## src/rtl/dnd_pkg.sv

```systemverilog
package dnd_pkg;

  localparam logic [7:0] PTR_MARK = 8'hc0;
  localparam logic [7:0] LOW_SIX  = 8'h3f;
  localparam logic [7:0] DOT_CHAR = 8'h2e;
  localparam int         PTR_W    = 14;
  localparam logic       FUNC_LOAD   = 1'b0;
  localparam logic       FUNC_DECODE = 1'b1;

  typedef struct packed {
    logic       func;
    logic [7:0] data_byte;
    logic       last_byte;
    logic [8:0] start_offset;
  } in_word_t;

  typedef struct packed {
    logic [63:0] name_chars;
    logic [3:0]  char_count;
    logic        last_chunk;
    logic        status;
    logic [9:0]  next_offset;
  } out_word_t;

  typedef struct packed {
    logic     vld;
    in_word_t word;
  } queue_t;

endpackage

```

## src/rtl/dnd_front.sv

```systemverilog
module dnd_front (
  input  logic              clk,
  input  logic              rst_n,
  input  logic              in_valid,
  output logic              in_stall,
  input  dnd_pkg::in_word_t in_word,
  output dnd_pkg::queue_t   q,
  input  logic              q_pop
);
  import dnd_pkg::*;

  in_word_t   fifo_r [4];
  logic [1:0] wp_r, wp_nxt, rp_r, rp_nxt;
  logic [2:0] cnt_r, cnt_nxt;
  logic       push, pop;

  assign in_stall = (cnt_r == 3'd4);
  assign push     = in_valid && !in_stall;
  assign pop      = q_pop && (cnt_r != 3'd0);
  assign q.vld    = (cnt_r != 3'd0);
  assign q.word   = fifo_r[rp_r];

  always_comb begin
    wp_nxt  = push ? wp_r + 2'd1 : wp_r;
    rp_nxt  = pop ? rp_r + 2'd1 : rp_r;
    cnt_nxt = cnt_r + {2'b0, push} - {2'b0, pop};
  end

  always_ff @(posedge clk) begin
    if (!rst_n) begin
      wp_r  <= '0;
      rp_r  <= '0;
      cnt_r <= '0;
    end else begin
      wp_r  <= wp_nxt;
      rp_r  <= rp_nxt;
      cnt_r <= cnt_nxt;
    end
  end

  always_ff @(posedge clk) begin
    if (push) fifo_r[wp_r] <= in_word;
  end

endmodule

```

## config.mk

```make
export PLATFORM = sky130hd
export DESIGN_NAME = dnd_front
export DESIGN_NICKNAME = d
export VERILOG_FILES = /design/src/rtl/dnd_pkg.sv /design/src/rtl/dnd_front.sv
export SDC_FILE = /design/constraint.sdc
export NUM_CORES = 1
export LEC_CHECK = 0
export BUFFER_PORTS_ARGS = -buffer_cell sky130_fd_sc_hd__buf_2
export CORE_ASPECT_RATIO = 1.25
export CORE_MARGIN = 2
export CORE_UTILIZATION = 30
export CTS_CLUSTER_SIZE = 20
export DETAILED_ROUTE_END_ITERATION = 6
export HOLD_SLACK_MARGIN = 0.06
export SYNTH_ARGS = -nofsm -noshare
export SYNTH_HDL_FRONTEND = slang
export SYNTH_SLANG_ARGS = --single-unit
```

## constraint.sdc

```tcl
create_clock -name clk -period 3.3 [get_ports clk]
set_input_delay 0.33 -clock clk [delete_from_list [all_inputs] [get_ports clk]]
set_output_delay 0.33 -clock clk [all_outputs]
set_load 0.02 [all_outputs]
```

==> metrics.txt <==
Worst slew margin=0.494; initial antenna violation count=1; routability cong.=approximately 0.7; number of antenna diodes=0; VDD IR max=around 0.28 mV; CTS tree=built; total CTS buffers=9; Ys Warns=0; area delta synth->final=21.4%; Final Max Slew Viols=0; Die ar.=11800 µm²; num ports=44; final hold violation count=0; pin count of the biggest net entering global routing=20; Reg clk slew, reported paths=60 ps; fmax=~0.4 GHz; run status=complete, no violations; cell area after synthesis=between 3000 and 4000 µm²; setup TNS=0 ps; Post-synth ARST share=0; CORE AREA=between 10000 and 15000 µm²; Critical Path End Type=flip-flop; chip width=97.4 µm; Final HPWL DP=3.58 mm; Final nets=approximately 230; Initial DRT Pass Iterations=4; number of synthesized flops with an enable pin=76; Setup-failing EPs final=0; Wirelength per Cell=about 16 µm; crit-path most repeated cell=inv_1; critical path type=reg -> reg; Synth Register Bits=85; period utilization=0.766; root buf cell=clkbuf_16; unrepaired setup endpoints after global routing=no; layout cells sized above 1=0.372; worst path bufs/invs=3; buffers added on ports=between 40 and 50; Post-CTS Repair Setup Buffers=0; final WL=5.49 mm; vias post-DR=1503; Final Total Pwr=3.17 mW; post-route cell area=3970 µm²; placed cells=323; hold-fix buffers at CTS=0; Startpoint Class=flip-flop; Crit-path slowest cell=dfxtp_1; drt first-iter violations=28; Die Y=121 µm; Synth top area share=0.698; gr ovfl total=0; wire length of the first global-routing pass=a little under 9 mm; Yosys cell types=20; vias per cell=4.43; GRT Total Usage=0.100; critical path's top delay family=adder cells; vias in the first global route=between 1500 and 2000; leading cell type by number of instances after synthesis=edfxtp_1; Tightest Hold Check Type=in -> reg; Area after DPL=3650 µm²; fin util=0.374; sequential area share after synthesis=0.753; Crit Path Max Fanout=7; H-tree levels=3; Synth Area per Inst=22.2 µm²; Static Leak=1.40 nW; Primary FF master, synth=edfxtp_1; Synthesized Nets=177; Finished Layout Cells=339; Worst Max-Slew Pin Slew=758 ps; WP data arrival=2750 ps; max incr delay on CP=~480 ps; CP Cell Sequence=nor3b_2, nor2b_1, inv_1, ha_1, inv_1, ha_1, inv_1, fa_1, xnor2_1, xnor2_1, and2_1; CP required=~3500 ps; Gate Count Post-Synth=147; post-cts sizing count=0; DRT antenna net count=0; DRC viols=0; # rows=42; clk sinks=85; crit path time final=approximately 2500 ps; Post-synth top cells=edfxtp_1, mux4_2, dfxtp_1, mux4_1, and2_1; Pwr Density=approximately 800 nW/µm²; Initial Utilization=0.308; clock buffer depth=2; max cap viols=0; Worst Clk Skew=about 8.0 ps; main area contributors after synthesis=edfxtp_1, mux4_1, mux4_2; dominant cell type by area after synthesis=edfxtp_1; Clock Latency Late Sink=approximately 330 ps
## worst register-to-register path, stage by stage (launching register included)
cell and delay, ps:
dfxtp_1 480, nor3b_2 100, nor2b_1 410, inv_1 100
ha_1 300, inv_1 60, ha_1 130, inv_1 50
fa_1 370, xnor2_1 150, xnor2_1 120, and2_1 160
## state kept, by name (all words and copies together), names as in the netlist, named ones only
register	count
fifo_r	76
cnt_r	3
rp_r	2
wp_r	2
## routing by layer
| metal | GRT usage | vias to the layer above | wire length (µm) |
|---|---|---|---|
| met5 | 0 | - | 13 |
| met4 | 0.0469 | 2 | 73 |
| met3 | 0.0353 | 10 | 327 |
| met2 | 0.173 | 37 | 2860 |
| met1 | 0.110 | 749 | 2220 |
| li1 | - | 705 | - |
## cell families after synthesis
kind of cell / Yosys count / share of synthesized area
flops: 85 / 0.753
mux: 21 / 0.147
simple gates: 17 / 0.0314
buf+inv: 11 / 0.0210
fa+ha+maj: 7 / 0.0291
xor+xnor: 4 / 0.0107
compound gates: 2 / 0.00765
## report_power, final
part | switching [mW] | total, mW | leakage [nW] | internal [mW]
logic | 0.391 | 0.731 | 0.473 | 0.340
registers | 0.0911 | 1.40 | 0.770 | 1.31
clock network | 0.376 | 1.04 | 0.156 | 0.662
## area by class of cell
| type | count | area [µm²] |
|---|---|---|
| Clock buffer | 10 | 229 |
| Sequential cell | 85 | 2460 |
| Timing Repair Buffer | 50 | 268 |
| Tap cell | 132 | 165 |
| Clock inverter | 6 | 87.6 |
| Inverter | 5 | 18.8 |
| Multi-Input combinational cell | 51 | 739 |
| Fill cell | 1003 | 6650 |
## through the flow
stage          setup slack (ps)  hold WS [ps]
6_report                    771           218
5_1_grt                     482           210
4_1_cts                     730           205
3_5_place_dp                726           496
3_3_place_gp                852           489
2_1_floorplan               940           429
## path summary, 6_finish.rpt
path | startpoint | to | slack, ps | depth (start not counted)
setup / recovery | cnt_r[1] | cnt_r[2] | 770 | 11
hold / removal | in_word[2] | fifo_r[0][2] | 220 | 1
setup reg to reg | cnt_r[1] | cnt_r[2] | 770 | 11
hold reg to reg | wp_r[1] | wp_r[1] | 500 | 2
## cell usage in the layout (no fill, tap or decap)
master     synthesis  routed
and2_1             7       7
buf_2              3      43
buf_4              0       7
bufinv_16          0       2
clkbuf_1           1       1
clkbuf_16          0       9
clkinv_2           0       2
clkinv_4           0       2
dfxtp_1            9       9
edfxtp_1          76      76
fa_1               1       1
ha_1               6       6
inv_1              5       5
mux2i_1            2       2
mux4_1             9       9
mux4_2            10      10
nand2_1            4       4
nor2b_1            4       4
nor3b_2            1       1
o311ai_2           1       1
o31a_1             1       1
or3_1              1       1
xnor2_1            4       4
Note: power is estimated with default switching activity, not from simulation.
